`src/rtl/wpm_pkg.sv`:
```
`timescale 1ns / 1ps
// ---------------------------------------------------------------------------
// wpm_pkg
// Shared codes and types for the wildcard pattern matcher and its cells.
// ---------------------------------------------------------------------------
package wpm_pkg;

    // word kinds on the input stream
    typedef enum logic [1:0] {
        KIND_CLEAR  = 2'd0,
        KIND_APPEND = 2'd1,
        KIND_TEXT   = 2'd2,
        KIND_END    = 2'd3
    } t_kind;

    localparam int unsigned SYM_STAR  = 42;
    localparam int unsigned SYM_QMARK = 63;

    // per-cycle control broadcast to every cell
    typedef struct packed {
        logic restart;  // return the active set to position zero
        logic step;     // advance the active set by one text symbol
        logic write;    // store the symbol in the cell at the pattern end
    } t_cell_ctl;

endpackage

```
`src/rtl/wpm_cell.sv`:
```
`timescale 1ns / 1ps
// ---------------------------------------------------------------------------
// wpm_cell
// One pattern position: holds its symbol and active bit, forwards the star
// closure and the advance bit to its right neighbour.
// ---------------------------------------------------------------------------
module wpm_cell #(
    parameter int unsigned LEN_W = 6,
    parameter int unsigned SYM_W = 16,
    parameter int unsigned INDEX = 0
) (
    input  logic               i_clk,
    input  logic               i_rst_n,
    input  wpm_pkg::t_cell_ctl i_ctl,
    input  logic [LEN_W-1:0]   i_len,
    input  logic [SYM_W-1:0]   i_sym,
    input  logic               i_carry,
    input  logic               i_adv,
    output logic               o_carry,
    output logic               o_adv,
    output logic               o_cl
);
    import wpm_pkg::*;

    localparam logic [LEN_W-1:0] IDX   = LEN_W'(INDEX);
    localparam logic [SYM_W-1:0] STAR  = SYM_W'(SYM_STAR);
    localparam logic [SYM_W-1:0] QMARK = SYM_W'(SYM_QMARK);
    localparam logic             FIRST = (INDEX == 0);

    logic [SYM_W-1:0] r_sym;
    logic             r_act;
    logic             n_act;
    logic             in_pat;
    logic             is_star;
    logic             hit;

    assign in_pat  = (i_len > IDX);
    assign is_star = (r_sym == STAR);
    assign hit     = (r_sym == QMARK) || (r_sym == i_sym);
    assign o_cl    = r_act | i_carry;
    assign o_carry = o_cl & in_pat & is_star;
    assign o_adv   = o_cl & in_pat & !is_star & hit;

    always_comb begin
        n_act = r_act;
        if (i_ctl.restart) begin
            n_act = FIRST;
        end else if (i_ctl.step) begin
            // a star keeps itself alive, a match arrives from the left
            n_act = o_carry | i_adv;
        end
    end

    always_ff @(posedge i_clk) begin
        if (!i_rst_n) begin
            r_act <= FIRST;
        end else begin
            r_act <= n_act;
        end
    end

    always_ff @(posedge i_clk) begin
        if (i_ctl.write && (i_len == IDX)) begin
            r_sym <= i_sym;
        end
    end

endmodule

```
`src/rtl/wildcard_pattern_matcher.sv`:
```
`timescale 1ns / 1ps
// ---------------------------------------------------------------------------
// wildcard_pattern_matcher
// Glob matcher with star and question mark, built as a row of position cells.
// ---------------------------------------------------------------------------
//
//  channel  | dir | tdata                     | tuser
//  ---------+-----+---------------------------+-------------
//  s_axis   | in  | [15:0] symbol             | [1:0] kind
//  m_axis   | out | [0] match, [1] overflow   | -
//
//  Input words are taken back to back unless the input stalls (see
//  below). The star closure ripples through the cell row in the same
//  cycle as the update, like a carry chain, and sets the clock period.
//  Reset leaves an empty pattern and the active set at position zero; no
//  clearing pass is needed. An end-of-text verdict waits in the output
//  register; the input stalls only while that register is full and the
//  output side holds tready low.
// ---------------------------------------------------------------------------
module wildcard_pattern_matcher #(
    parameter int unsigned MAX_PATTERN = 32,
    parameter int unsigned SYMBOL_BITS = 16
) (
    input  logic        i_clk,
    input  logic        i_rst_n,
    input  logic        s_axis_tvalid,
    output logic        s_axis_tready,
    input  logic [15:0] s_axis_tdata,   // [15:0] symbol
    input  logic [1:0]  s_axis_tuser,   // [1:0] kind
    output logic        m_axis_tvalid,
    input  logic        m_axis_tready,
    output logic [7:0]  m_axis_tdata    // [0] match, [1] pattern_overflow, rest zero
);
    import wpm_pkg::*;

    localparam int unsigned LEN_W = $clog2(MAX_PATTERN + 1);
    localparam int unsigned SYM_W = SYMBOL_BITS;
    localparam logic [LEN_W-1:0] LEN_MAX = LEN_W'(MAX_PATTERN);
    localparam logic [SYM_W-1:0] STAR    = SYM_W'(SYM_STAR);

    // pattern bookkeeping
    logic [LEN_W-1:0] r_len,        n_len;
    logic [LEN_W-1:0] r_trail,      n_trail;    // start of trailing star group
    logic             r_last_star,  n_last_star;
    logic             r_ovf,        n_ovf;
    logic             r_trail_hit,  n_trail_hit;
    logic             r_act_end,    n_act_end;  // active bit of the final position

    // output register
    logic             r_out_valid,  n_out_valid;
    logic             r_out_match,  n_out_match;
    logic             r_out_ovf,    n_out_ovf;

    logic             accept;
    t_kind            kind;
    logic [31:0]      sym_ext;
    logic [SYM_W-1:0] sym;
    logic             sym_nz;
    t_cell_ctl        ctl;

    logic [MAX_PATTERN:0]   carry;   // carry[p] enters cell p
    logic [MAX_PATTERN:0]   adv;
    logic [MAX_PATTERN:0]   cl;      // star closure of the active set
    logic                   verdict;

    assign s_axis_tready = !r_out_valid || m_axis_tready;
    assign accept        = s_axis_tvalid && s_axis_tready;
    assign kind          = t_kind'(s_axis_tuser);
    assign sym_ext       = {16'b0, s_axis_tdata};
    assign sym           = sym_ext[SYM_W-1:0];
    assign sym_nz        = (sym != '0);

    assign m_axis_tvalid = r_out_valid;
    assign m_axis_tdata  = {6'b0, r_out_ovf, r_out_match};

    // broadcast control for the cell row
    always_comb begin
        ctl.restart = 1'b0;
        ctl.step    = 1'b0;
        ctl.write   = 1'b0;
        if (accept) begin
            case (kind)
                KIND_CLEAR, KIND_END: ctl.restart = 1'b1;
                KIND_APPEND: begin
                    ctl.restart = 1'b1;
                    ctl.write   = sym_nz && (r_len < LEN_MAX);
                end
                KIND_TEXT:   ctl.step = sym_nz;
                default:     ctl.restart = 1'b0;
            endcase
        end
    end

    // the cell row
    assign carry[0] = 1'b0;
    assign adv[0]   = 1'b0;

    for (genvar p = 0; p < MAX_PATTERN; p++) begin : g_cell
        wpm_cell #(
            .LEN_W (LEN_W),
            .SYM_W (SYM_W),
            .INDEX (p)
        ) u_cell (
            .i_clk   (i_clk),
            .i_rst_n (i_rst_n),
            .i_ctl   (ctl),
            .i_len   (r_len),
            .i_sym   (sym),
            .i_carry (carry[p]),
            .i_adv   (adv[p]),
            .o_carry (carry[p+1]),
            .o_adv   (adv[p+1]),
            .o_cl    (cl[p])
        );
    end

    assign cl[MAX_PATTERN] = r_act_end | carry[MAX_PATTERN];

    // match at the pattern end; a trailing group of two or more stars needs
    // a text symbol seen while that group was already reached
    always_comb begin
        verdict = cl[r_len];
        if ((r_len - r_trail) >= LEN_W'(2)) begin
            verdict = verdict && r_trail_hit;
        end
        if (r_ovf) begin
            verdict = 1'b0;
        end
    end

    always_comb begin
        n_len       = r_len;
        n_trail     = r_trail;
        n_last_star = r_last_star;
        n_ovf       = r_ovf;
        n_trail_hit = r_trail_hit;
        n_act_end   = r_act_end;
        n_out_valid = r_out_valid && !m_axis_tready;
        n_out_match = r_out_match;
        n_out_ovf   = r_out_ovf;

        if (ctl.restart) begin
            n_trail_hit = 1'b0;
            n_act_end   = (MAX_PATTERN == 0);
        end

        if (accept) begin
            case (kind)
                KIND_CLEAR: begin
                    n_len       = '0;
                    n_trail     = '0;
                    n_last_star = 1'b0;
                    n_ovf       = 1'b0;
                end
                KIND_APPEND: begin
                    if (sym_nz) begin
                        if (r_len >= LEN_MAX) begin
                            n_ovf = 1'b1;
                        end else begin
                            n_len       = r_len + LEN_W'(1);
                            n_last_star = (sym == STAR);
                            if (sym != STAR) begin
                                n_trail = r_len + LEN_W'(1);
                            end else if (!r_last_star) begin
                                n_trail = r_len;
                            end
                        end
                    end
                end
                KIND_TEXT: begin
                    if (sym_nz) begin
                        if ((r_trail < r_len) && cl[r_trail]) begin
                            n_trail_hit = 1'b1;
                        end
                        n_act_end = adv[MAX_PATTERN];
                    end
                end
                KIND_END: begin
                    n_out_valid = 1'b1;
                    n_out_match = verdict;
                    n_out_ovf   = r_ovf;
                end
                default: n_len = r_len;
            endcase
        end
    end

    always_ff @(posedge i_clk) begin
        if (!i_rst_n) begin
            r_len       <= '0;
            r_trail     <= '0;
            r_last_star <= 1'b0;
            r_ovf       <= 1'b0;
            r_trail_hit <= 1'b0;
            r_act_end   <= 1'b0;
            r_out_valid <= 1'b0;
        end else begin
            r_len       <= n_len;
            r_trail     <= n_trail;
            r_last_star <= n_last_star;
            r_ovf       <= n_ovf;
            r_trail_hit <= n_trail_hit;
            r_act_end   <= n_act_end;
            r_out_valid <= n_out_valid;
        end
    end

    // payload of the verdict word
    always_ff @(posedge i_clk) begin
        r_out_match <= n_out_match;
        r_out_ovf   <= n_out_ovf;
    end

endmodule

```
`config.mk`:
```
export PLATFORM = sky130hd
export DESIGN_NAME = wildcard_pattern_matcher
export DESIGN_NICKNAME = d
export VERILOG_FILES = /design/src/rtl/wpm_pkg.sv /design/src/rtl/wpm_cell.sv /design/src/rtl/wildcard_pattern_matcher.sv
export SDC_FILE = /design/constraint.sdc
export NUM_CORES = 1
export LEC_CHECK = 0
export BUFFER_PORTS_ARGS = -buffer_cell sky130_fd_sc_hd__buf_2
export CAP_MARGIN = 10
export CORE_MARGIN = 4
export CORE_UTILIZATION = 35
export DETAILED_ROUTE_END_ITERATION = 8
export PLACE_DENSITY = 0.57
export SETUP_SLACK_MARGIN = 0.05
export SLEW_MARGIN = 40
export SYNTH_ARGS = -nofsm -noshare
export SYNTH_HDL_FRONTEND = slang
export SYNTH_SLANG_ARGS = --single-unit
export TNS_END_PERCENT = 1
```
`constraint.sdc`:
```
create_clock -name i_clk -period 5.3 [get_ports i_clk]
set_input_delay 1.06 -clock i_clk [delete_from_list [all_inputs] [get_ports i_clk]]
set_output_delay 1.06 -clock i_clk [all_outputs]
set_load 0.005 [all_outputs]
```
### Yosys cells after proc, flatten, opt, wreduce, memory -nomap -nowiden

Cells that the tools add are included.
Widths: inputs -> output; s select.

* latch bits: 0
* flip-flop bits (word level): 563
* memory bits (read-only): 0
* bits in writable memories: 0
* memories kept: 0
* bits of input ports: 22

* multiply operators: 0
* eq/ne operators: 136
* order comparisons: 38
* divide/modulo/power cells: 0
* shift operators: 0
* muxes and demuxes: 34
* reduce and logical (&&, ||, !) cells: 114
* bitwise logic cells: 192
* add/sub/neg operators: 2

Operators with widths (number)
* $eq 16x6->1 const B: 65
* $eq 16x16->1: 32
* $and 1x1->1: 128
* $eq 6x5->1 const B: 16
* $gt 6x5->1 const B: 16
* $or 1x1->1: 63
* $eq 6x4->1 const B: 8
* $gt 6x4->1 const B: 8
* $logic_and 1x1->1: 37
* $mux 6: 6
* $logic_not 1->1: 34
* $logic_or 1x1->1: 33
* $eq 6x3->1 const B: 4
* $gt 6x3->1 const B: 4
* $pmux 6 s2: 2
* $mux 1: 21
* $ne 16x6->1 const B: 1
* $reduce_bool 16->1: 1
* $lt 6x7->1 const B: 2
* $bmux 1 s6: 2
* $eq 6x2->1 const B: 2
* $gt 6x1->1 const B: 2
* $gt 6x2->1 const B: 2
* $reduce_and 4->1: 2
* 21 further kinds: 25

### Depth between registers and ports, before layout

* depth after elaboration: 104
* mapped depth: 17
* mapped depth without buffers: 15

### Modules after synthesis

From an unflattened synthesis, not the netlist that was laid out.

* cell total of the unflattened synthesis: 2101
* area total of the unflattened synthesis: 27779.1 sq um

By module, submodules not included
* wpm_cell (g_cell[19].u_cell ...): instances 3, area each 807.0 sq um, cells an instance 60, sequential area each 500.5 sq um
* wildcard_pattern_matcher: instances 1, area each 1911.8 sq um, cells an instance 212, sequential area each 400.4 sq um
* wpm_cell (g_cell[2].u_cell ...): instances 2, area each 810.8 sq um, cells an instance 59, sequential area each 500.5 sq um
* wpm_cell (g_cell[30].u_cell ...): instances 2, area each 807.0 sq um, cells an instance 59, sequential area each 500.5 sq um
* wpm_cell (g_cell[22].u_cell ...): instances 2, area each 805.8 sq um, cells an instance 59, sequential area each 500.5 sq um
* wpm_cell (g_cell[20].u_cell): instances 1, area each 824.5 sq um, cells an instance 62, sequential area each 500.5 sq um
* wpm_cell (g_cell[16].u_cell): instances 1, area each 818.3 sq um, cells an instance 58, sequential area each 500.5 sq um
* wpm_cell (g_cell[28].u_cell): instances 1, area each 817.0 sq um, cells an instance 59, sequential area each 500.5 sq um
* wpm_cell (g_cell[0].u_cell): instances 1, area each 815.8 sq um, cells an instance 59, sequential area each 500.5 sq um
* wpm_cell (g_cell[17].u_cell): instances 1, area each 815.8 sq um, cells an instance 58, sequential area each 500.5 sq um
* wpm_cell (g_cell[21].u_cell): instances 1, area each 813.3 sq um, cells an instance 59, sequential area each 500.5 sq um
* wpm_cell (g_cell[24].u_cell): instances 1, area each 813.3 sq um, cells an instance 58, sequential area each 500.5 sq um
* wpm_cell (g_cell[10].u_cell): instances 1, area each 812.0 sq um, cells an instance 61, sequential area each 500.5 sq um
* wpm_cell (g_cell[18].u_cell): instances 1, area each 812.0 sq um, cells an instance 60, sequential area each 500.5 sq um
* +14 rows

### Worst setup path after synthesis

No wires, ideal clock.

* path kind: register to register
* start: register r_len[0]
* end: register r_trail_hit
* data arrival time: 4.146 ns
* slack: 1.076 ns
* data required time: 5.222 ns
* stages on the path, launching flop included: 18
* cell sequence: dfxtp_1 -> clkbuf_1 -> inv_1 -> clkbuf_1 -> ha_1 -> nor2_1 -> a31oi_1 -> and4bb_2 -> nand3_1 -> or3_1 -> o22ai_2 -> buf_4 -> o211ai_1 -> nor2b_1 -> mux4_2 -> a2111oi_2 -> nor4b_1 -> a32oi_1

* longest elaborated chain between the ends: 104
* elaborated cells between the ends (all ways): 136
* classes of those cells: order compare: 33; mux: 6; bitwise: 96; reduce/logical: 1

Ends and longest elaborated chain
* start: declaration: line wildcard_pattern_matcher.sv:42 `logic [LEN_W-1:0] r_len, n_len;`
* start signal: assignment: line wildcard_pattern_matcher.sv:198 `r_len <= n_len;`
* $gt 6x1->1: line wpm_cell.sv:37 `assign in_pat = (i_len > IDX);`
* $and 1x1->1 (2 in a row): line wpm_cell.sv:41 `assign o_carry = o_cl & in_pat & is_star;`
* $or 1x1->1: line wpm_cell.sv:40 `assign o_cl = r_act | i_carry;`
* $and 1x1->1 (2 in a row): line wpm_cell.sv:41
* $or 1x1->1: line wpm_cell.sv:40
* $and 1x1->1 (2 in a row): line wpm_cell.sv:41
* $or 1x1->1: line wpm_cell.sv:40
* $and 1x1->1 (2 in a row): line wpm_cell.sv:41
* [84 not listed]
* $or 1x1->1: line wildcard_pattern_matcher.sv:117 `assign cl[MAX_PATTERN] = r_act_end | carry[MAX_PATTERN];`
* $bmux 1 s6: line wildcard_pattern_matcher.sv:172 `if ((r_trail < r_len) && cl[r_trail]) begin`
* $mux 1 (implied by the code): line wildcard_pattern_matcher.sv:172
* $logic_and 1x1->1 (*): line wildcard_pattern_matcher.sv:172
* $mux 1 (*): line wildcard_pattern_matcher.sv:172
* $mux 1 (*): line wildcard_pattern_matcher.sv:171 `if (sym_nz) begin`
* $mux 1 (*): line wildcard_pattern_matcher.sv:148 `case (kind)`
* $mux 1 (*): line wildcard_pattern_matcher.sv:147 `if (accept) begin`
* end signal: assignment: line wildcard_pattern_matcher.sv:202 `r_trail_hit <= n_trail_hit;`
* end: declaration: line wildcard_pattern_matcher.sv:46 `logic r_trail_hit, n_trail_hit;`

Mark *: on every way between the ends. The rest lies on a longest branch, timed or not. The select of a mux whose other input is x is not followed.
A chain may end at the register's enable or synchronous reset.

### Worst setup path in the final report

* start: register r_len[5]
* end: register r_trail_hit

The elaborated chain is that of the path after synthesis.

==> flow_summary.yaml <==
cells_and_area:
  final_cells: 3541
  area_growth_pct: 13.7
  fillers: 7597
  layout-drive-gt1-share: 0.107
  nets: 2465
die:
  initial_core_util: 0.352
  coreArea_mm2: 0.0804
  chipHeight_um: 293
  die_x_um: 293
  rows: 104
  pin_count: 32
  dieArea_mm2: 0.0856
clocking:
  cts.path.max_buffers: 3
  clk_latency_ps: 630
  cts_tree: "done"
  hold_buffers: 0
  cts.sinks: 563
  cts_buffers: 60
  clkTransAtPathRegs_ps: 60
  htreeDepth: 2
  cts_root_buf: "clkbuf_16"
  post_cts_buffers: 0
  cts_resized: 0
power_and_ir_drop:
  ir_worst_vdd_v: 0.000235
  p_leak_nw: 10.2
  pwr-share-seq: 0.499
  pwr-share-clk: 0.446
  p_int_mw: 7.60
  p_sw_frac: 0.219
  p_comb_frac: 0.054
  powerDensity_mw_per_mm2: 302
  p_sw_mw: 2.14
global_routing:
  grt_max_degree: 66
  grt.total_usage: 0.185
  grt.overflow.total: 0
  antenna_found_initial: 2
  grt_pass1_vias: 19800
  grt_pass1_wl_mm: 123
sta:
  fin_worst_skew_ps: 24.1
  maxSlewHeadroom: 0.403
  final-setup-viol-count: 0
  finalCritPeriodShare: 0.880
  slew_violations: 0
  rsz0062_at_grt: "no"
  finalHoldViolations: 0
  worstMarginPinSlew_ps: 889
  fin_setup_tns_ps: 0
  min_period_ps: 4660
  fmax_mhz: 214
critical_path:
  end_kind: "flop"
  cp_data_required_time_ps: 5800
  cp_data_arrival_time_ps: 5170
  crit_type: "flop to flop"
  crit_buf_inv: 1
  crit_slowest_cell: "a2111oi_2"
  crit_chain: "or2_1 -> a21oi_1 -> nor3_2 -> buf_4 -> and3_1 -> o21ai_1 -> a211oi_1 -> a2111oi_2 -> o21bai_2 -> a2111oi_2 -> a2111oi_2 -> nor4b_1 -> a32oi_1"
  critPathMostFrequentCell: "a2111oi_2"
  critPathLaunchType: "flop"
  cp_max_fo: 10
  r2r_slack_ps: 640
  critPathTopFamily: "compound AO/OA/AOI/OAI gates"
  max_stage_delay_ps: 810
placed_design:
  gp_congestion: 0.970
  place_inst: 3428
  dp_hpwl_mm: 54.1
  portBuffers: 25
logic_synthesis:
  netlist_top_cells_area: "edfxtp_1 (54%), xor2_1 (8.9%), xnor2_1 (7.1%)"
  syn_area_mm2: 0.0283
  ys_top_cells_by_count: "edfxtp_1 (514), xor2_1 (289), xnor2_1 (229)"
  yosysSeqAreaShare: 0.579
  yosysMostFrequentCell: "edfxtp_1"
  synthFlopType: "edfxtp_1"
  async_flop_share: 0
  avgSynthCellArea_um2: 12.0
  synth_cells: 2363
  synth_largest_area_cell: "edfxtp_1"
  synth_cell_types: 90
  ys_warn_count: 0
  synth-seq-cells: 563
  yosys.area.top_type_share: 0.545
  synth-edff-count: 514
route:
  routed_wl_mm: 81.0
  via_per_inst: 5.52
  route.detailed.drc: 0
  first_pass_iters: 5
  routedWlPerCell_um: 22.9
  num_vias: 19600
  ant_nets: 0
  drt_iter0_markers: 1528
status:
  status: "completed"
min_path:
  hp-class: "flop to flop"
flow_run:
  maxCapViolCount: 0
## layer usage
metal | routed length, µm | part of all wire | up-vias | track usage
met5 | 0 | 0 | - | 0
li1 | - | - | 9005 | -
met2 | 38100 | 0.47 | 535 | 0.305
met1 | 36300 | 0.45 | 9862 | 0.251
met4 | 2520 | 0.031 | 0 | 0.0577
met3 | 4060 | 0.050 | 153 | 0.0294
## tightest hold or removal path, stage by stage (launching register included)
cell	delay [ps]
dfxtp_1	300
inv_1	60
a21oi_1	50
## cells by family (layout without fill, tap and decap cells)
group                      Yosys count  in the layout  synth area share
and+or+nand+nor                    780            780             0.153
DFF                                563            563             0.579
xor gates and xnor gates           518            518             0.160
AOI/OAI and AO/OA                  334            334            0.0774
buffers and inverters              151            263            0.0218
adders and majority gates           12             12           0.00556
muxes                                4              4           0.00274
other                                1              7          0.000132
## cell usage in the layout, fill, tap and decap left out, types with 14 or more instances in the layout
| cell | netlist | final |
|---|---|---|
| a211oi_1 | 18 | 18 |
| a21oi_1 | 97 | 97 |
| a31oi_1 | 14 | 14 |
| and4b_1 | 22 | 22 |
| buf_4 | 12 | 102 |
| clkbuf_16 | 0 | 61 |
| clkinv_2 | 0 | 17 |
| dfxtp_1 | 49 | 47 |
| edfxtp_1 | 514 | 514 |
| inv_1 | 34 | 34 |
| nand2_1 | 100 | 99 |
| nand3_1 | 30 | 30 |
| nand4_1 | 105 | 105 |
| nor2_1 | 157 | 155 |
| nor2b_1 | 20 | 20 |
| nor3_1 | 84 | 76 |
| nor4_1 | 140 | 139 |
| o21ai_0 | 78 | 78 |
| or3_1 | 27 | 27 |
| xnor2_1 | 229 | 229 |
| xor2_1 | 289 | 289 |
## worst paths after layout
check / cells past startpoint / from / end
setup reg to reg: 13 / r_len[5]$_SDFFE_PN0P_ / r_trail_hit$_SDFF_PN0_
hold reg to reg: 2 / g_cell[28].u_cell.r_act$_SDFFE_PP0P_ / g_cell[28].u_cell.r_act$_SDFFE_PP0P_
setup / recovery: 13 / r_len[5]$_SDFFE_PN0P_ / r_trail_hit$_SDFF_PN0_
hold / removal: 2 / g_cell[28].u_cell.r_act$_SDFFE_PP0P_ / g_cell[28].u_cell.r_act$_SDFFE_PP0P_
## flip-flops by register name (all words and copies together), names as in the netlist, 6 cells and up
name / cells
g_cell.u_cell.r_act: 32
g_cell.u_cell.r_sym: 512
r_len: 6
r_trail: 6
## final cells by class
class | count | area [µm²] | area share
multi-input cells | 1654 | 11400 | 0.353
clock buffers | 70 | 1590 | 0.0494
flip-flops and latches | 563 | 16400 | 0.510
diodes | 1 | 2.50 | 0.0000777
repair buffers | 116 | 902 | 0.0280
well taps | 1060 | 1330 | 0.0412
inverters | 36 | 135 | 0.00420
clock inverters | 41 | 452 | 0.0140
## power groups by stage
| stage | Sequential [mW] | Combinational, mW | Clock [mW] |
|---|---|---|---|
| floorplan | 4.95 | 0.310 | 0 |
| global placement | 4.95 | 0.525 | 0 |
| detailed placement | 4.96 | 0.532 | 0 |
| CTS | 4.86 | 0.534 | 4.44 |
| global route | 4.86 | 0.572 | 4.63 |
| finish | 4.86 | 0.528 | 4.34 |
## metrics by stage
step | cell area [µm²] | hold slack [ps] | setup WS (ps) | utilization | power [mW]
5_1_grt | 32200 | 503 | 318 | 0.401 | 10.1
3_3_place_gp | 30100 | 442 | 712 | 0.375 | 5.48
6_report | 32200 | 460 | 636 | 0.401 | 9.73
3_5_place_dp | 30200 | 445 | 642 | 0.375 | 5.49
2_1_floorplan | 28400 | 418 | 1080 | - | 5.26
4_1_cts | 32200 | 453 | 619 | 0.400 | 9.83
Power figures use the tool's default switching activity.
